[src/rtl/sof_crc16_frame_decoder_assert.svh]
// Assertion macros used by the frame decoder top level.
`ifndef SOF_CRC16_FRAME_DECODER_ASSERT_SVH
`define SOF_CRC16_FRAME_DECODER_ASSERT_SVH

// Same-cycle implication, sampled on clk and disabled while rst_n is low.
`define SOFCRC_ASSERT_NOW(label, ante, cons, msg) \
    label: assert property (@(posedge clk) disable iff (!rst_n) (ante) |-> (cons)) \
        else $error(msg);

// Next-cycle implication, sampled on clk and disabled while rst_n is low.
`define SOFCRC_ASSERT_NEXT(label, ante, cons, msg) \
    label: assert property (@(posedge clk) disable iff (!rst_n) (ante) |=> (cons)) \
        else $error(msg);

`endif

[src/rtl/sofcrc_pkg.sv]
// Shared constants, register codes and interface structs of the frame decoder.
package sofcrc_pkg;

    localparam int MAX_PAYLOAD = 64;
    localparam int HDR_BYTES   = 6;
    localparam int LEN_W       = $clog2(MAX_PAYLOAD + 1);
    localparam int PAY_AW      = $clog2(MAX_PAYLOAD);

    localparam logic [15:0] CRC_POLY = 16'h1021;

    // Register reset values.
    localparam logic [7:0]       SOF_FIRST_RST  = 8'hAA;
    localparam logic [7:0]       SOF_SECOND_RST = 8'h55;
    localparam logic [15:0]      CRC_INIT_RST   = 16'hFFFF;
    localparam logic [LEN_W-1:0] CAPACITY_RST   = LEN_W'(MAX_PAYLOAD);

    // Configuration register indexes.
    typedef enum logic [1:0] {
        CFG_SOF_FIRST  = 2'd0,
        CFG_SOF_SECOND = 2'd1,
        CFG_CRC_INIT   = 2'd2,
        CFG_CAPACITY   = 2'd3
    } cfg_idx_t;

    typedef struct packed {
        logic [7:0]       sof_first;
        logic [7:0]       sof_second;
        logic [15:0]      crc_init;
        logic [LEN_W-1:0] capacity;
    } cfg_t;

    // Header fields handed from the receiver to the output sequencer.
    typedef struct packed {
        logic [7:0] version;
        logic [7:0] node_id;
        logic [7:0] message_type;
        logic [7:0] sequence_no;
    } hdr_t;

    // Request to play out one good frame.
    typedef struct packed {
        logic             start;
        logic [LEN_W-1:0] count;
        logic [LEN_W-1:0] length;
        logic             zero;
    } drain_req_t;

endpackage

[src/rtl/sofcrc_ram.sv]
// Simple dual-port synchronous RAM with registered read data.
module sofcrc_ram #(
    parameter int DATA_W = 8,
    parameter int ADDR_W = 6
) (
    input  logic              clk,
    input  logic              we,
    input  logic [ADDR_W-1:0] waddr,
    input  logic [DATA_W-1:0] wdata,
    input  logic              re,
    input  logic [ADDR_W-1:0] raddr,
    output logic [DATA_W-1:0] rdata
);

    logic [DATA_W-1:0] mem [0:(1 << ADDR_W) - 1];
    logic [DATA_W-1:0] rdata_reg;

    // Write port.
    always_ff @(posedge clk)
    begin
        if (we)
        begin
            mem[waddr] <= wdata;
        end
    end

    // Read port; data holds while no read is issued.
    always_ff @(posedge clk)
    begin
        if (re)
        begin
            rdata_reg <= mem[raddr];
        end
    end

    assign rdata = rdata_reg;

endmodule

[src/rtl/sofcrc_rx.sv]
// Frame receiver: start-pair hunt, header capture, payload buffering and CRC check.
module sofcrc_rx
    import sofcrc_pkg::*;
(
    input  logic              clk,
    input  logic              rst_n,
    input  cfg_t              cfg,
    input  logic              accept,
    input  logic [7:0]        rx_byte,
    output logic              mem_we,
    output logic [PAY_AW-1:0] mem_waddr,
    output logic [7:0]        mem_wdata,
    output hdr_t              hdr,
    output drain_req_t        drain_req
);

    typedef enum logic [5:0] {
        PH_SOF0 = 6'b000001,
        PH_SOF1 = 6'b000010,
        PH_HDR  = 6'b000100,
        PH_PAY  = 6'b001000,
        PH_CRC0 = 6'b010000,
        PH_CRC1 = 6'b100000
    } phase_t;

    localparam int HCNT_W = $clog2(HDR_BYTES);
    localparam logic [HCNT_W-1:0] HCNT_LAST = HCNT_W'(HDR_BYTES - 1);

    phase_t             phase_reg, phase_next;
    logic [HCNT_W-1:0]  hcnt_reg, hcnt_next;
    logic [LEN_W-1:0]   flen_reg, flen_next;
    logic [LEN_W-1:0]   pcnt_reg, pcnt_next;
    logic [LEN_W-1:0]   pcnt_inc;
    logic [7:0]         crc_hi_reg, crc_hi_next;
    logic [15:0]        crc_reg, crc_next;
    logic [15:0]        crc_upd;
    logic [7:0]         hdr_reg [0:HDR_BYTES-2];
    logic               len_too_big;
    logic               frame_good;

    // One CRC-16 byte update, MSB first.
    function automatic logic [15:0] crc_add(input logic [15:0] crc, input logic [7:0] b);
        logic [15:0] c;
        c = crc ^ {b, 8'h00};
        for (int i = 0; i < 8; i++)
        begin
            c = c[15] ? ({c[14:0], 1'b0} ^ CRC_POLY) : {c[14:0], 1'b0};
        end
        return c;
    endfunction

    assign crc_upd  = crc_add(crc_reg, rx_byte);
    assign pcnt_inc = pcnt_reg + LEN_W'(1);

    // The length high byte is held; the low byte is the word now arriving.
    assign len_too_big = (hdr_reg[HDR_BYTES-2] != 8'h00) || (rx_byte > 8'(MAX_PAYLOAD));
    assign frame_good  = ({crc_hi_reg, rx_byte} == crc_reg) && (flen_reg <= cfg.capacity);

    // Phase sequencing.
    always_comb
    begin
        phase_next  = phase_reg;
        hcnt_next   = hcnt_reg;
        flen_next   = flen_reg;
        pcnt_next   = pcnt_reg;
        crc_hi_next = crc_hi_reg;
        crc_next    = crc_reg;
        mem_we      = 1'b0;
        drain_req   = '0;
        if (accept)
        begin
            unique case (phase_reg)
                PH_SOF0:
                begin
                    if (rx_byte == cfg.sof_first)
                    begin
                        phase_next = PH_SOF1;
                    end
                end
                PH_SOF1:
                begin
                    if (rx_byte == cfg.sof_second)
                    begin
                        phase_next = PH_HDR;
                        hcnt_next  = '0;
                        crc_next   = cfg.crc_init;
                    end
                    else if (rx_byte != cfg.sof_first)
                    begin
                        phase_next = PH_SOF0;
                    end
                end
                PH_HDR:
                begin
                    crc_next = crc_upd;
                    if (hcnt_reg != HCNT_LAST)
                    begin
                        hcnt_next = hcnt_reg + HCNT_W'(1);
                    end
                    else if (len_too_big)
                    begin
                        phase_next = PH_SOF0;
                        hcnt_next  = '0;
                        pcnt_next  = '0;
                        flen_next  = '0;
                    end
                    else
                    begin
                        flen_next  = rx_byte[LEN_W-1:0];
                        pcnt_next  = '0;
                        phase_next = (rx_byte == 8'h00) ? PH_CRC0 : PH_PAY;
                    end
                end
                PH_PAY:
                begin
                    mem_we    = 1'b1;
                    pcnt_next = pcnt_inc;
                    crc_next  = crc_upd;
                    if (pcnt_inc >= flen_reg)
                    begin
                        phase_next = PH_CRC0;
                    end
                end
                PH_CRC0:
                begin
                    crc_hi_next = rx_byte;
                    phase_next  = PH_CRC1;
                end
                PH_CRC1:
                begin
                    phase_next = PH_SOF0;
                    hcnt_next  = '0;
                    pcnt_next  = '0;
                    flen_next  = '0;
                    if (frame_good)
                    begin
                        drain_req.start  = 1'b1;
                        drain_req.length = flen_reg;
                        drain_req.zero   = (flen_reg == '0);
                        drain_req.count  = (flen_reg == '0) ? LEN_W'(1) : flen_reg;
                    end
                end
                default:
                begin
                    phase_next = PH_SOF0;
                    hcnt_next  = '0;
                    pcnt_next  = '0;
                    flen_next  = '0;
                end
            endcase
        end
    end

    assign mem_waddr = pcnt_reg[PAY_AW-1:0];
    assign mem_wdata = rx_byte;

    // Control state.
    always_ff @(posedge clk or negedge rst_n)
    begin
        if (!rst_n)
        begin
            phase_reg  <= PH_SOF0;
            hcnt_reg   <= '0;
            flen_reg   <= '0;
            pcnt_reg   <= '0;
            crc_hi_reg <= '0;
            crc_reg    <= CRC_INIT_RST;
        end
        else
        begin
            phase_reg  <= phase_next;
            hcnt_reg   <= hcnt_next;
            flen_reg   <= flen_next;
            pcnt_reg   <= pcnt_next;
            crc_hi_reg <= crc_hi_next;
            crc_reg    <= crc_next;
        end
    end

    // Header bytes; the last one is never needed after the length check.
    always_ff @(posedge clk)
    begin
        if (accept && (phase_reg == PH_HDR) && (hcnt_reg != HCNT_LAST))
        begin
            hdr_reg[hcnt_reg] <= rx_byte;
        end
    end

    assign hdr.version      = hdr_reg[0];
    assign hdr.node_id      = hdr_reg[1];
    assign hdr.message_type = hdr_reg[2];
    assign hdr.sequence_no  = hdr_reg[3];

endmodule

[src/rtl/sofcrc_tx.sv]
// Output sequencer: reads buffered payload bytes and presents one result word each.
module sofcrc_tx
    import sofcrc_pkg::*;
(
    input  logic              clk,
    input  logic              rst_n,
    input  drain_req_t        drain_req,
    input  hdr_t              hdr,
    input  logic [7:0]        rd_data,
    output logic              rd_en,
    output logic [PAY_AW-1:0] rd_addr,
    output logic              busy,
    output logic              out_valid,
    input  logic              out_ready,
    output logic [7:0]        version,
    output logic [7:0]        node_id,
    output logic [7:0]        message_type,
    output logic [7:0]        sequence_res,
    output logic [LEN_W-1:0]  payload_length,
    output logic [7:0]        payload_byte,
    output logic [PAY_AW-1:0] byte_index,
    output logic              last
);

    logic [LEN_W-1:0]  left_reg, left_next;
    logic [PAY_AW-1:0] idx_reg, idx_next;
    logic              pend_reg, pend_next;
    logic [PAY_AW-1:0] pend_idx_reg;
    logic              pend_last_reg;
    logic              zero_reg;
    logic [LEN_W-1:0]  len_reg;
    logic              out_valid_reg, out_valid_next;
    logic              out_load;
    logic              issue;

    // A read is issued when its data has somewhere to go next cycle.
    assign out_load = pend_reg && (!out_valid_reg || out_ready);
    assign issue    = (left_reg != '0) && (!pend_reg || out_load);
    assign rd_en    = issue;
    assign rd_addr  = idx_reg;
    assign busy     = (left_reg != '0) || pend_reg;

    always_comb
    begin
        left_next      = left_reg;
        idx_next       = idx_reg;
        pend_next      = pend_reg;
        out_valid_next = out_valid_reg;
        if (drain_req.start)
        begin
            left_next = drain_req.count;
            idx_next  = '0;
        end
        else if (issue)
        begin
            left_next = left_reg - LEN_W'(1);
            idx_next  = idx_reg + PAY_AW'(1);
        end
        if (issue)
        begin
            pend_next = 1'b1;
        end
        else if (out_load)
        begin
            pend_next = 1'b0;
        end
        if (out_load)
        begin
            out_valid_next = 1'b1;
        end
        else if (out_ready)
        begin
            out_valid_next = 1'b0;
        end
    end

    // Control state.
    always_ff @(posedge clk or negedge rst_n)
    begin
        if (!rst_n)
        begin
            left_reg      <= '0;
            idx_reg       <= '0;
            pend_reg      <= 1'b0;
            out_valid_reg <= 1'b0;
        end
        else
        begin
            left_reg      <= left_next;
            idx_reg       <= idx_next;
            pend_reg      <= pend_next;
            out_valid_reg <= out_valid_next;
        end
    end

    // Frame attributes and the tag of the read in flight.
    always_ff @(posedge clk)
    begin
        if (drain_req.start)
        begin
            zero_reg <= drain_req.zero;
            len_reg  <= drain_req.length;
        end
        if (issue)
        begin
            pend_idx_reg  <= idx_reg;
            pend_last_reg <= (left_reg == LEN_W'(1));
        end
    end

    // Output register.
    always_ff @(posedge clk)
    begin
        if (out_load)
        begin
            version        <= hdr.version;
            node_id        <= hdr.node_id;
            message_type   <= hdr.message_type;
            sequence_res   <= hdr.sequence_no;
            payload_length <= len_reg;
            payload_byte   <= zero_reg ? 8'h00 : rd_data;
            byte_index     <= pend_idx_reg;
            last           <= pend_last_reg;
        end
    end

    assign out_valid = out_valid_reg;

endmodule

[src/rtl/sof_crc16_frame_decoder.sv]
// Top level of the CRC-16 framed packet decoder.
// Receiving: one byte word per cycle; in_ready is high whenever no frame is being played out.
// First result: a good frame's first result passes the playout counter, the RAM read register and the output register.
// Playout: max(length, 1) result words, one per cycle while out_ready stays high, set by
// the single read port of the payload RAM; input is held off until every read is done.
// Reset: rst_n sets all control state and the configuration registers to their reset values at once;
// the payload RAM is not cleared, as every entry that is played out is written before it is read.
module sof_crc16_frame_decoder
    import sofcrc_pkg::*;
(
    input  logic              clk,
    input  logic              rst_n,
    input  logic              cfg_write,
    input  logic [1:0]        cfg_index,
    input  logic [15:0]       cfg_data,
    input  logic              in_valid,
    output logic              in_ready,
    input  logic [7:0]        in_byte,
    output logic              out_valid,
    input  logic              out_ready,
    output logic [7:0]        version,
    output logic [7:0]        node_id,
    output logic [7:0]        message_type,
    output logic [7:0]        sequence_res,
    output logic [LEN_W-1:0]  payload_length,
    output logic [7:0]        payload_byte,
    output logic [PAY_AW-1:0] byte_index,
    output logic              last
);

    `include "sof_crc16_frame_decoder_assert.svh"

    cfg_t              cfg_reg;
    logic              in_accept;
    logic              mem_we;
    logic [PAY_AW-1:0] mem_waddr;
    logic [7:0]        mem_wdata;
    logic              mem_re;
    logic [PAY_AW-1:0] mem_raddr;
    logic [7:0]        mem_rdata;
    hdr_t              hdr;
    drain_req_t        drain_req;
    logic              tx_busy;

    // Configuration registers.
    always_ff @(posedge clk or negedge rst_n)
    begin
        if (!rst_n)
        begin
            cfg_reg.sof_first  <= SOF_FIRST_RST;
            cfg_reg.sof_second <= SOF_SECOND_RST;
            cfg_reg.crc_init   <= CRC_INIT_RST;
            cfg_reg.capacity   <= CAPACITY_RST;
        end
        else if (cfg_write)
        begin
            unique case (cfg_idx_t'(cfg_index))
                CFG_SOF_FIRST:  cfg_reg.sof_first  <= cfg_data[7:0];
                CFG_SOF_SECOND: cfg_reg.sof_second <= cfg_data[7:0];
                CFG_CRC_INIT:   cfg_reg.crc_init   <= cfg_data;
                CFG_CAPACITY:   cfg_reg.capacity   <= cfg_data[LEN_W-1:0];
                default:        cfg_reg            <= cfg_reg;
            endcase
        end
    end

    // Input is interlocked against playout, so RAM writes and reads never overlap.
    assign in_ready  = !tx_busy;
    assign in_accept = in_valid && in_ready;

    sofcrc_rx u_rx (
        .clk       (clk),
        .rst_n     (rst_n),
        .cfg       (cfg_reg),
        .accept    (in_accept),
        .rx_byte   (in_byte),
        .mem_we    (mem_we),
        .mem_waddr (mem_waddr),
        .mem_wdata (mem_wdata),
        .hdr       (hdr),
        .drain_req (drain_req)
    );

    sofcrc_ram #(
        .DATA_W (8),
        .ADDR_W (PAY_AW)
    ) u_payload_ram (
        .clk   (clk),
        .we    (mem_we),
        .waddr (mem_waddr),
        .wdata (mem_wdata),
        .re    (mem_re),
        .raddr (mem_raddr),
        .rdata (mem_rdata)
    );

    sofcrc_tx u_tx (
        .clk            (clk),
        .rst_n          (rst_n),
        .drain_req      (drain_req),
        .hdr            (hdr),
        .rd_data        (mem_rdata),
        .rd_en          (mem_re),
        .rd_addr        (mem_raddr),
        .busy           (tx_busy),
        .out_valid      (out_valid),
        .out_ready      (out_ready),
        .version        (version),
        .node_id        (node_id),
        .message_type   (message_type),
        .sequence_res   (sequence_res),
        .payload_length (payload_length),
        .payload_byte   (payload_byte),
        .byte_index     (byte_index),
        .last           (last)
    );

    // A new playout starts only when the previous one has drained.
    `SOFCRC_ASSERT_NOW(a_start_when_idle, drain_req.start, !tx_busy, "playout started while busy")

    // The payload RAM is never written while a playout is reading it.
    `SOFCRC_ASSERT_NOW(a_no_write_in_playout, mem_we, !mem_re && !tx_busy, "RAM write during playout")

    // The final word of a frame carries the last index of its payload.
    `SOFCRC_ASSERT_NOW(a_last_index, out_valid && last, (payload_length == '0 && byte_index == '0) || (({1'b0, byte_index} + 7'd1) == payload_length), "last word index mismatch")

    // A good frame makes the output sequencer busy from the next cycle on.
    `SOFCRC_ASSERT_NEXT(a_start_busy, drain_req.start, tx_busy, "playout did not start")

endmodule

[config.mk]
export PLATFORM = sky130hd
export DESIGN_NAME = sof_crc16_frame_decoder
export DESIGN_NICKNAME = d
export VERILOG_FILES = /design/src/rtl/sofcrc_pkg.sv /design/src/rtl/sofcrc_ram.sv /design/src/rtl/sofcrc_rx.sv /design/src/rtl/sofcrc_tx.sv /design/src/rtl/sof_crc16_frame_decoder.sv
export VERILOG_INCLUDE_DIRS = /design/src /design/src/rtl
export SDC_FILE = /design/constraint.sdc
export NUM_CORES = 1
export LEC_CHECK = 0
export BUFFER_PORTS_ARGS = -buffer_cell sky130_fd_sc_hd__buf_2
export CORE_MARGIN = 2
export CORE_UTILIZATION = 40
export DETAILED_ROUTE_END_ITERATION = 16
export GPL_TIMING_DRIVEN = 0
export SLEW_MARGIN = 25
export SYNTH_ARGS = -nofsm -noshare
export SYNTH_HDL_FRONTEND = slang
export SYNTH_SLANG_ARGS = --single-unit
[constraint.sdc]
create_clock -name clk -period 3.6 [get_ports clk]
set_clock_uncertainty 0.15 [all_clocks]
set_input_delay 0.36 -clock clk [delete_from_list [all_inputs] [get_ports clk]]
set_output_delay 0.36 -clock clk [all_outputs]
set_load 0.01 [all_outputs]
## Word-level counts from Yosys, hierarchy flattened

Memory sizes are Yosys's and may differ from the RTL's. A register that Yosys moved wholly into a read port is not among the register bits.
Index checks and enable logic that the tools add are counted.

| cells by class | value |
|---|---|
| add/sub/neg operators | 4 |
| multiply operators | 0 |
| div/mod/pow operators | 0 |
| magnitude comparators | 3 |
| equal/unequal tests | 21 |
| shift-type cells | 0 |
| multiplexer cells | 45 |
| bitwise logic cells | 12 |
| reductions and logical operators | 37 |

Operator list:

| kind | number |
|---|---|
| $mux 13 | 8 |
| $mux 16 | 4 |
| $mux 6 | 8 |
| $mux 7 | 6 |
| $pmux 16 s2 | 1 |
| $pmux 6 s5 | 1 |
| $not 3->3 | 8 |
| $pmux 7 s3 | 1 |
| $eq 16x16->1 | 1 |
| $eq 8x8->1 | 2 |
| $xor 16x16->16 | 1 |
| $pmux 7 s2 | 1 |
| $reduce_and 3->1 | 4 |
| $mux 1 | 10 |
| $reduce_and 2->1 | 5 |
| $mux 3 | 3 |
| $pmux 3 s3 | 1 |
| $gt 8x7->1 const B | 1 |
| $logic_not 8->1 | 1 |
| $ne 8x8->1 | 1 |
| $reduce_bool 2->1 | 4 |
| $reduce_bool 8->1 | 1 |
| $add 7x1->7 const B | 1 |
| $eq 7x1->1 const B | 1 |
| 30 further kinds | 47 |

| storage, ports and cells | value |
|---|---|
| register bits | 138 |
| latch bits | 0 |
| bits in writable memories | 552 |
| memory bits (read-only) | 0 |
| bits of input ports | 31 |
| output and inout bits | 56 |
| logic and storage cells | 146 |
| memories kept | 2 |

Memories:

| memory | depth | bits a word | read ports | clocked after Yosys merged registers in | wr ports | line | text |
|---|---|---|---|---|---|---|---|
| u_payload_ram.mem | 64 | 8 | 1 | 1 | 1 | sofcrc_ram.sv:15 | `logic [DATA_W-1:0] mem [0:(1 << ADDR_W) - 1];` |
| u_rx.hdr_reg | 5 | 8 | 5 | 4 | 1 | sofcrc_rx.sv:37 | `logic [7:0] hdr_reg [0:HDR_BYTES-2];` |

## Logic depth before layout (Yosys ltp)

Gate-level depths: netlist (run 1).

| logic depth | value |
|---|---|
| depth after elaboration | 18 |
| depth in mapped cells | 10 |
| gate-level depth less buffers | 9 |

## Hierarchy

Synthesis (run 1) repeated with hierarchy kept, for this count alone.

| unflattened totals | value |
|---|---|
| cell total of the unflattened synthesis | 1617 |
| area total of the unflattened synthesis | 29537.1 µm² |

Modules (own cells, without submodules):

| module | times used | cells each | area each (µm²) | sequential area each (µm²) |
|---|---|---|---|---|
| sofcrc_ram | 1 | 940 | 20246.9 | 15615.0 |
| sofcrc_rx | 1 | 429 | 4783.3 | 2398.6 |
| sofcrc_tx | 1 | 163 | 2987.9 | 2447.3 |
| sof_crc16_frame_decoder | 1 | 85 | 1519.0 | 1007.2 |

## Worst setup path before layout (run 1)

OpenSTA, ideal clock, no wires.

| timing | value |
|---|---|
| path type | register to register |
| start | register u_rx.phase_reg[0] |
| end | memory u_payload_ram.mem[55][0] (enable) |
| library setup time | 0.370 ns |
| arrival | 2.222 ns |
| path slack | 0.857 ns |
| cell stages (with the launch flop) | 7 |
| buffers on the path | 1 |
| period minus slack after synthesis | 2.743 ns |
| cell sequence | dfstp_2 buf_6 or4_4 nor3b_4 and3_1 nand3_1 nor2_1 |

| on the way | value |
|---|---|
| word-level cells in the longest chain between the ends | 5 |

RTL lines:

| element | line | text |
|---|---|---|
| start, declared | sofcrc_rx.sv:29 | `phase_t phase_reg, phase_next;` |
| start signal, assigned | sofcrc_rx.sv:171 | `phase_reg <= phase_next;` |
| $eq 6x4->1 | sofcrc_rx.sv:72 | `unique case (phase_reg)` |
| $mux 1 | sofcrc_rx.sv:72 |  |
| $mux 1 | sofcrc_rx.sv:70 | `if (accept)` |
| $mux 1 | sofcrc_ram.sv:21 | `if (we)` |
| $mux 1 (not written as such) | sofcrc_ram.sv:23 | `mem[waddr] <= wdata;` |
| end, declared | sofcrc_ram.sv:15 |  |

Every way passes these cells.

## Worst setup path in the final report (run 1)

| timing | value |
|---|---|
| start | register u_rx.phase_reg[1] |
| end | memory u_payload_ram.mem[45][7] (enable) |

Same word-level chain as after synthesis.

==> results of run 1 <==
==> layout make-up <==
class,count,area share
clock inverter,37,0.01309
multi-input combinational,698,0.2217
inverter,25,0.002766
clock buffer,103,0.06178
buffer,74,0.01088
tap,950,0.03504
timing repair buffer,109,0.02187
sequential,730,0.6329
==> cell usage in the layout (no fill, tap or decap), types with 12 or more instances in the layout <==
cell type | synthesis | final
clkbuf_1 | 41 | 57
mux2i_1 | 15 | 15
ha_1 | 18 | 18
o21ai_2 | 14 | 14
nor2b_1 | 19 | 19
clkbuf_16 | 0 | 78
nand2_1 | 63 | 60
nor2_4 | 0 | 26
xor2_1 | 44 | 44
nand3_1 | 18 | 15
a21oi_1 | 28 | 28
dfstp_2 | 42 | 42
dfrtp_1 | 59 | 59
xnor2_1 | 28 | 28
edfxtp_1 | 629 | 629
mux4_2 | 160 | 160
inv_1 | 24 | 24
buf_2 | 17 | 94
nor4_1 | 12 | 12
dlygate4sd3_1 | 0 | 19
mux2_2 | 41 | 41
clkinv_2 | 0 | 12
nor2_2 | 1 | 28
nor2_1 | 105 | 52
o21ai_0 | 23 | 23
==> critical path: stages (launching register included) <==
cell and delay, ns:
dfrtp_1 0.46, or4_4 0.60, nor3b_4 0.42, and3_1 0.31, nand2_1 0.53, nor2_1 0.85
==> kinds of logic after synthesis <==
| family | Yosys count | synth area share |
|---|---|---|
| fa+ha+maj | 18 | 0.007733 |
| buf+inv | 99 | 0.01542 |
| flops | 730 | 0.7372 |
| simple gates | 285 | 0.04829 |
| compound gates | 101 | 0.02268 |
| mux | 222 | 0.1471 |
| xor+xnor | 72 | 0.02165 |
==> power by group <==
part / internal (W) / total [W] / switching, W
clock: 0.00464 / 0.00795 / 0.00331
combinational: 0.00239 / 0.00510 / 0.00272
sequential: 0.00958 / 0.00976 / 0.000180
==> routing by layer <==
layer | global-route usage | up-vias | part of all wire
met5 | 0 | - | 0.00015
met4 | 0.05896 | 2 | 0.025
met3 | 0.02965 | 123 | 0.048
met2 | 0.3078 | 401 | 0.50
met1 | 0.2498 | 7827 | 0.43
li1 | - | 6430 | -
==> through the flow <==
step,setup WS (ns),hold WS (ns),util
finish,-0.09967,0.02759,0.4729
global route,-0.1839,0.01008,0.4729
CTS,-0.08428,0.002864,0.4711
detailed placement,-0.4751,0.2557,0.4304
global placement,-0.8665,0.2515,0.4286
floorplan,0.8572,-0.08559,-
==> worst paths after layout <==
kind                                          startpoint                                 end  slack, ns  cells past startpoint
max in group asynchronous                          rst_n       u_rx.phase_reg[0]$_DFFE_PN1P_       2.56                      3
setup reg to reg           u_rx.phase_reg[1]$_DFFE_PN0P_  u_payload_ram.mem[45][7]$_DFFE_PP_       -0.1                      5
setup / recovery           u_rx.phase_reg[1]$_DFFE_PN0P_  u_payload_ram.mem[45][7]$_DFFE_PP_       -0.1                      5
hold / removal                                in_byte[5]  u_payload_ram.mem[36][5]$_DFFE_PP_       0.03                      1
hold reg to reg             u_rx.hdr_reg[3][7]$_DFFE_PP_           sequence_res[7]$_DFFE_PP_       0.26                      0
min in group asynchronous                          rst_n             cfg_reg[22]$_DFFE_PN1P_       0.30                      2
==> what timing repair did <==
item                                   in CTS  in global routing
endpoints found under the hold margin     141                  0
hold buffers                               19                  0
gates resized for setup                    61                 36
setup endpoints to repair                 459                340
==> run summary, run 1 <==
The number of global-route vias before repair was roughly 15000. The maximum vdd drop is 0.3534 mV. Global routing finished with a remaining overflow of 0. In the synthesized netlist, the cells that appear most often are 629 x edfxtp_1, 160 x mux4_2, 105 x nor2_1. The effective utilization at floorplan came out at 0.4060. After the flow finishes, the layout carries non-filler instances totaling 2726. The register with the most flip-flops in the layout has between 500 and 600 of them. The maximum number of pins on one net before global-route repair is 73. The number of inserted filler cells in the final layout is between 5000 and 6000. The biggest area contributor in the post-synthesis netlist is edfxtp_1. STA classifies the critical path endpoint as a register. The number of hold-slack violations in the final timing report came out at 0. Dividing the detail-routed wire length by the instance count gives between 20 and 25 um.

The worst-margin pin slew is slightly above 1 ns. The total number of H-tree levels came out at 3. The number of nets in the synthesized netlist came out at about 1600. Once placement finished, the instance area stood at around 31000 um2. The cell count after placement is approximately 2600. The area share of the largest cell type after synthesis came out at 0.6486. The final HPWL from detailed placement came out at roughly 43 mm. The mean instance size in the synthesized netlist is approximately 19 um2. In the post-route analysis, the smallest setup slack over all paths is -0.09967 ns. In this run, the number of DRC markers left after iteration 0 of detailed routing was 1352. Setup repair after global routing could not meet its margin everywhere.

In this run the worst hold path is classified as input pin to register. The overall die area is ~75000 um2. The top-level I/O count is 87. Summing all flip-flop and latch instances after layout gives approximately 21000 um2. The buffers inserted during post-CTS setup optimization came out at 0.

The cell count after synthesis came out at 1527. The area growth from synthesis to layout is 16.48%. For the worst setup path, the data arrival time is 3.80 ns. Yosys instantiated no cell more often than edfxtp_1. The relative max-transition margin is 0.3225.

The sum of negative setup slack is -2.385 ns. The total wirelength of the detailed-routed design is between 60 and 70 mm. The number of clock sinks came out at 730. In the post-synthesis netlist, the biggest area contributors are edfxtp_1 65%, mux4_2 12%, dfrtp_1 5.1%, dfstp_2 3.8%, mux2_2 1.6%. The number of warning messages in the yosys log is 0. The core box area is between 70000 and 80000 um2. The worst setup path is launched from a register. The number of detailed-route iterations in the first pass came out at 5.

The period utilization came out at 1.028. After detailed routing, the number of remaining DRC violations is 0. The total of buffers placed on input and output ports came out at 86.

The count of flip-flops with a built-in enable after synthesis came out at 629. The area of the mapped netlist is between 20000 and 30000 um2. In the global route stage, overall resource usage came out at 0.1849. The maximum fanout along the worst path came out at 9.

The leakage component of the power is between 10 and 15 nW. The type of the worst setup path is register to register. The clock passes through at most 3 buffers. The global placement routability congestion is about 0.83. The fraction of final layout cells with drive strength greater than 1 came out at 0.3232. Among all flip-flop cells after synthesis, the most frequent one is edfxtp_1.

The floorplan step set the die height to 273.8 um. The power per unit of standard cell area is 672.7 nW/um2. The initial antenna violation count is 1. The count of pins over their slew limit came out at 0.

The number of antenna diodes in the final layout is 0. In this run the clock root is driven by a clkbuf_16. The floorplan row count is 98.

For the worst setup path, the data required time is about 3.7 ns. The final reports fail on negative setup slack. The clock-pin slew reported for the worst setup and hold paths after clock tree synthesis came out at about 0.060 ns. The chip width is ~270 um. The net count of the finished layout is approximately 1800. The multi-input gate area in the final layout came out at 7521 um2. The flow ran to the end, but the final reports show violations. The number of vias per cell came out at approximately 5.4. TritonCTS built the clock tree.

The clock period minus final worst setup slack came out at about 3.7 ns. The global-route wire length before repair came out at between 100 and 150 mm. The antenna violation net count after detailed routing came out at 0.

The share of synthesized area occupied by flip-flops and latches came out at 0.7372. The total power consumption of the routed design came out at 0.02282 W. The vias after detailed routing came out at 14780.

The total setup violations reported at the end of the flow is 71. The flop and latch count out of synthesis is 730. Static timing analysis puts the maximum clock frequency at roughly 0.27 GHz. The final non-filler cell area is about 34000 um2. Counting the buffers created by CTS gives 77. Across the run, the number of max-cap violations was 0.

The worst-skew pair later-pin latency came out at approximately 0.62 ns. The number of unique standard cell types used by synthesis came out at 60. The proportion of register bits with asynchronous set or reset after synthesis is 0.1384.
No activity file was read; power rests on OpenSTA's default activity.
==> inputs of run 2 (changes only) <==
- SETUP_SLACK_MARGIN: default -> 0.1
==> run 2 against run 1 <==
Largest cell class unchanged. Power about the same. Largest power group unchanged. Highest routed layer unchanged. Non-clock buffer count down 1. Worst hold slack worse by 0.00081 ns. The run now ends clean. Register-to-register slack better by 0.14 ns.
==> run summary, run 2 (same netlist as run 1, synthesis figures left out) <==
The flow ran to the end, and the final reports show no timing, DRC or antenna violations. The critical path data required time came out at 3.71 ns (about the same). The power per unit of standard cell area is 670.6 nW/um2 (-0.32%). In this run the worst hold path is classified as input pin to register. The buffer depth of the longest clock path is 3 (unchanged). The total number of H-tree levels came out at 3 (unchanged). The final HPWL from detailed placement was 43.25 mm (unchanged). The total wirelength of the detailed-routed design is 67.67 mm (-0.39%). The arrival time at the worst endpoint came out at 3.67 ns (-0.13 ns). The initial antenna violation count is 1 (unchanged). The total of buffers placed on input and output ports came out at 86 (unchanged). The type of the worst setup path is register to register. The cell sitting at the root of the clock tree is a clkbuf_16.

The number of hold-slack violations in the final timing report is 0 (unchanged). The average wire length per cell after detail routing was 24.83 um (-0.35%). The global placement routability congestion came out at 0.8331 (unchanged). The area of placed instances came out at 30880 um2 (unchanged). The worst setup path is captured at a register. The vias after detailed routing is 14810 (+0.15%). The antenna diode count came out at 0 (unchanged). Leaving out fill and tap cells, the most frequent cell in the layout is edfxtp_1. The final non-filler cell area came out at 34020 um2 (+0.29%). The worst-skew pair later-pin latency was 0.62 ns (about the same). The final cell utilization of the core is 0.4743 (+0.001378).

The worst-margin pin slew came out at 1.011 ns (-0.001908 ns). STA classifies the critical path startpoint as a register. The max-cap check violation count came out at 0 (unchanged).

The maximum vdd drop is 0.3523 mV (-0.29%). The count of pins over their slew limit is 0 (unchanged). The combined global-route utilization of all metal layers is 0.1848 (about the same).

The timing-limited maximum frequency came out at 0.2812 GHz (+4.0%). The number of detailed-route iterations in the first pass is 5 (unchanged). The vertical extent of the die came to 273.8 um (unchanged). Setup repair after global routing could not meet its margin everywhere. The number of clock sinks is 730 (unchanged). The maximum fanout along the worst path is 9 (unchanged). The sum of overflow across all layers after global routing is 0 (unchanged). The first-iteration detailed-routing DRC count is 1440 (+6.5%). The depth of the most critical reg-to-reg path is 5 (unchanged).

The total setup violations reported at the end of the flow is 0 (-100%). The global-route wire length before repair is 101.2 mm (about the same). The floorplan row count is 98 (unchanged). The leakage component of the power was 11.24 nW (about the same). The net count of the finished layout is 1763 (-0.057%). The number of flip-flops under the largest register name came out at 512 (unchanged). The worst hold path cell count is 1 (unchanged). The number of vias per cell came to 5.433 (+0.19%). The core box area came out at 71730 um2 (unchanged).

The top cell types in the final layout, fill and taps aside, are 629 x edfxtp_1, 160 x mux4_2, 94 x buf_2. The fraction of final layout cells with drive strength greater than 1 came out at 0.3301 (+0.006943). The CTS tree is done. The area overhead of the layout relative to synthesis is 16.82%. The number of global-route vias before repair came out at 15340 (-0.21%). The top-level I/O count came out at 87 (unchanged). The antenna violation net count after detailed routing came out at 0 (unchanged). The post-route DRC violation count came out at 0 (unchanged). The flop-to-flop setup slack came out at 0.04 ns (+0.14 ns).

The relative max-transition margin is 0.3238 (+0.001277). The number of buffers added by the clock tree synthesis step is 77 (unchanged). The buffers inserted during post-CTS setup optimization came to 0 (unchanged). The period utilization was 0.9878 (-0.03992).

The maximum number of pins on one net before global-route repair came out at 73 (unchanged). The clock-pin slew reported for the worst setup and hold paths after clock tree synthesis was 0.06 ns (about the same). The effective utilization at floorplan came out at 0.4060 (unchanged). The overall die area came out at 74980 um2 (unchanged). The chip width is 273.8 um (unchanged).

The clock period minus final worst setup slack is 3.556 ns (-0.1437 ns).
-- run 2: cell count changes in the layout (fill, tap and decap cells not counted) --
cell             delta
buf_1               +1
clkbuf_1            -3
clkbuf_4            +1
clkdlybuf4s15_2     -1
clkdlybuf4s18_2     +1
nand3_2             -1
nand3_4             +1
nor2_1             -11
nor2_2              -2
nor2_4             +13
-- run 2: final timing paths --
| check | startpoint | end |
|---|---|---|
| max in group asynchronous | rst_n | cfg_reg[6]$_DFFE_PN1P_ |
| min in group asynchronous | rst_n | cfg_reg[22]$_DFFE_PN1P_ |
| min reg2reg | u_rx.hdr_reg[3][7]$_DFFE_PP_ | sequence_res[7]$_DFFE_PP_ |
| max | u_rx.phase_reg[1]$_DFFE_PN0P_ | u_payload_ram.mem[21][7]$_DFFE_PP_ |
| max reg2reg | u_rx.phase_reg[1]$_DFFE_PN0P_ | u_payload_ram.mem[21][7]$_DFFE_PP_ |
| min | in_byte[5] | u_payload_ram.mem[36][5]$_DFFE_PP_ |
-- run 2: critical path, cell delays in order (launching register included) --
cell	delay (ns)
dfrtp_1	0.46
or4_4	0.60
nor3b_4	0.42
and3_1	0.31
nand2_1	0.56
nor2_2	0.68
-- run 2: metrics by stage --
stage	TNS (ns)	hold WS (ns)	worst slack (ns)	std cells	power (W)
after floorplan	0	-0.08559	0.8572	1527	0.01331
after global placement	-99.10	0.2515	-0.8665	2563	0.01500
after detailed placement	-98.66	0.2557	-0.4751	2567	0.01507
after CTS	-7.078	0.002864	-0.08556	2726	0.02306
after global routing	-5.191	0.01008	-0.06578	2725	0.02362
final	0	0.02678	0.04403	2725	0.02281
-- run 2: what timing repair did --
action | in CTS | in global routing
hold endpoints to repair | 141 | 0
hold buffers | 19 | 0
endpoints found under the setup margin | 524 | 467
resized for setup | 77 | 48
-- run 2: final cells by class --
type                    instances  area, um2
well taps                     950       1189
plain buffers                  73      367.9
repair buffers                109      742.0
clock buffers                 103       2096
clock inverters                37      444.2
fillers                      5954      37710
inverters                      25      93.84
flip-flops and latches        730      21470
multi-input cells             698       7621
-- run 2: layer usage --
layer / up-vias / share of wire / track usage / wire, um
li1: 6432 / - / - / -
met1: 7841 / 0.43 / 0.2489 / 28890
met2: 410 / 0.50 / 0.3096 / 33960
met3: 120 / 0.047 / 0.02947 / 3157
met4: 2 / 0.024 / 0.05666 / 1655
met5: - / 0.00015 / 0 / 10
-- run 2: report_power, final --
group,leakage (nW),internal (W),switching [W]
clock network,1.24,0.00464,0.00332
logic,3.13,0.00239,0.00270
registers,6.87,0.00958,0.000181
total,11.2,0.0166,0.00620
==> inputs of run 3 (changes only) <==
- CTS_BUF_LIST: default -> sky130_fd_sc_hd__clkbuf_8
==> run 3 against run 2 <==
The run now ends with negative setup slack left. Fmax decreased by 2.1%. Register-to-register slack got worse by 0.08 ns. Worst hold slack improved by 0.055 ns. Critical path depth increased by 2. Power decreased by 6.0%. Largest cell class unchanged.
==> run summary, run 3 (same netlist as run 1, synthesis figures left out) <==
The flow ran to the end, but the final reports show violations. The checks that failed: negative setup slack. The worst-margin pin slew came out at 0.9845 ns (-0.02608 ns). The path class of the tightest hold or removal check is input pin to register. The worst-skew pair later-pin latency is 0.74 ns (+0.12 ns). The effective utilization at floorplan came out at 0.4060 (unchanged).

The global placement routability congestion came out at 0.8331 (unchanged). The initial antenna violation count came out at 2 (+1). The area overhead of the layout relative to synthesis is 15.54%. The core box area came to 71730 um2 (unchanged). The number of vias per cell is 5.331 (-1.9%). The buffer cell driving the clock tree root is clkbuf_8. The number of detailed-route iterations in the first pass is 6 (+1).

The final non-filler cell area was 33650 um2 (-1.1%). The clock-pin slew reported for the worst setup and hold paths after clock tree synthesis is 0.06 ns (about the same). The antenna violation net count after detailed routing came out at 0 (unchanged). The count of pins over their slew limit came to 0 (unchanged). The average wire length per cell after detail routing is 24.30 um (-2.1%). The library cells used most frequently in the layout, excluding fill and tap cells, are 629 x edfxtp_1, 160 x mux4_2, 118 x clkbuf_8. The origin of the critical flop-to-flop path is u_tx.left_reg[0]$_DFFE_PN0P_. The total wirelength of the detailed-routed design came to 68.03 mm (+0.52%). The total of buffers placed on input and output ports came out at 86 (unchanged). The chip width is 273.8 um (unchanged). The launching element type of the critical path is a register. The number of global-route vias before repair was 15660 (+2.1%). TritonCTS built the clock tree. The maximum fanout along the worst path came out at 8 (-1). The cell count after placement came out at 2567 (unchanged).

The library cell used most frequently in the layout, excluding fill and tap cells, is edfxtp_1. The relative max-transition margin was 0.3421 (+0.01828). The overall die area came out at 74980 um2 (unchanged).

The clock period minus final worst setup slack is 3.633 ns (+0.07698 ns). The total setup violations reported at the end of the flow is 3 (+3). The combined global-route utilization of all metal layers was 0.1852 (+0.0003711). The maximum number of pins on one net before global-route repair is 73 (unchanged).

The sum of negative setup slack is -0.09491 ns (-0.09491 ns). The number of flip-flops under the largest register name came to 512 (unchanged). The number of hold-slack violations in the final timing report came out at 0 (unchanged). The area of placed instances is 30880 um2 (unchanged).

The first-iteration detailed-routing DRC count came out at 1253 (-13%). The final HPWL from detailed placement was 43.25 mm (unchanged). The fraction of final layout cells with drive strength greater than 1 came out at 0.3387 (+0.008604).

The number of buffers added by the clock tree synthesis step came out at 115 (+49%). The timing-limited maximum frequency came out at 0.2753 GHz (-2.1%). The worst hold path begins at in_byte[3].

The vertical extent of the die is 273.8 um (unchanged). The sum of overflow across all layers after global routing is 0 (unchanged). The worst setup path is of the register to register kind.

The final cell utilization of the core came out at 0.4691 (-0.005215). The final standard cell count with taps included and fillers excluded came out at 2799 (+2.7%). The type of destination of the critical path is a register. The global-route wire length before repair came out at 101.6 mm (+0.41%). The critical path data required time came out at 3.78 ns (+0.07 ns).

The maximum vdd drop was 0.3643 mV (+3.4%). The total power consumption of the routed design came out at 0.02145 W (-6.0%). The arrival time at the worst endpoint is 3.81 ns (+0.14 ns).

The net count of the finished layout is 1804 (+2.3%). The total number of H-tree levels was 3 (unchanged). Setup repair after global routing could not meet its margin everywhere. The number of clock sinks is 730 (unchanged). The period utilization is 1.009 (+0.02138). The floorplan row count came to 98 (unchanged). The critical path starts at u_tx.left_reg[0]$_DFFE_PN0P_. The minimum setup slack in the final design came out at -0.03295 ns (-0.07698 ns).

The vias after detailed routing is 14920 (+0.79%). The buffer depth of the longest clock path came to 3 (unchanged). The max-cap check violation count is 0 (unchanged). The post-route DRC violation count came out at 0 (unchanged).

The power per unit of standard cell area is 637.5 nW/um2 (-4.9%). The top-level I/O count came out at 87 (unchanged). The leakage component of the power is 11.25 nW (+0.10%).
==> run 3: per-stage QoR <==
step | hold WS [ns] | setup WS, ns
after floorplan | -0.08559 | 0.8572
after global placement | 0.2515 | -0.8665
after detailed placement | 0.2557 | -0.4751
after CTS | 0.04069 | -0.08994
after global routing | 0.06854 | -0.08399
final | 0.08223 | -0.03295
==> run 3: layer usage <==
layer,vias up,wire (um),global-route usage
li1,6521,-,-
met1,7849,28710,0.2469
met2,428,34340,0.3121
met3,122,3316,0.03132
met4,2,1654,0.05565
met5,-,10,0
==> run 3: path summary, 6_finish.rpt <==
path | endpoint | slack, ns | cells after the start
worst max-delay path | u_payload_ram.mem[51][6]$_DFFE_PP_ | -0.03 | 7
worst min-delay path | u_payload_ram.mem[34][3]$_DFFE_PP_ | 0.08 | 1
worst max register to register | u_payload_ram.mem[51][6]$_DFFE_PP_ | -0.03 | 7
worst min register to register | sequence_res[6]$_DFFE_PP_ | 0.25 | 0
max in group asynchronous | cfg_reg[7]$_DFFE_PN1P_ | 2.65 | 3
min in group asynchronous | cfg_reg[22]$_DFFE_PN1P_ | 0.20 | 2
==> run 3: where the power goes <==
| part | total [W] | switching, W | internal, W |
|---|---|---|---|
| clock | 0.00657 | 0.00333 | 0.00325 |
| combinational | 0.00511 | 0.00271 | 0.00240 |
| sequential | 0.00977 | 0.000182 | 0.00958 |
==> run 3: area by class of cell <==
| class | instances | area (um2) |
|---|---|---|
| Clock inverter | 92 | 521.8 |
| Clock buffer | 118 | 1624 |
| Inverter | 25 | 93.84 |
| Buffer | 72 | 367.9 |
| Multi-Input combinational cell | 698 | 7589 |
| Tap cell | 950 | 1189 |
| Sequential cell | 730 | 21470 |
| Timing Repair Buffer | 113 | 792.0 |
| Fill cell | 6081 | 38080 |
| Antenna cell | 1 | 2.502 |
==> run 3: repair_timing <==
action	4_1_cts	5_1_grt
endpoints found under the hold margin	169	0
gates cloned	0	0
hold buffers	23	0
pin swaps	0	0
resized for setup	69	52
endpoints found under the setup margin	524	463
buffers inserted	0	0
==> run 3: critical path: stages, from the launching register on <==
cell and delay [ns]:
dfrtp_1 0.42, inv_1 0.10, ha_1 0.24, nor4bb_1 0.43
and2_1 0.32, and3_1 0.28, nand2_1 0.60, nor2_2 0.69
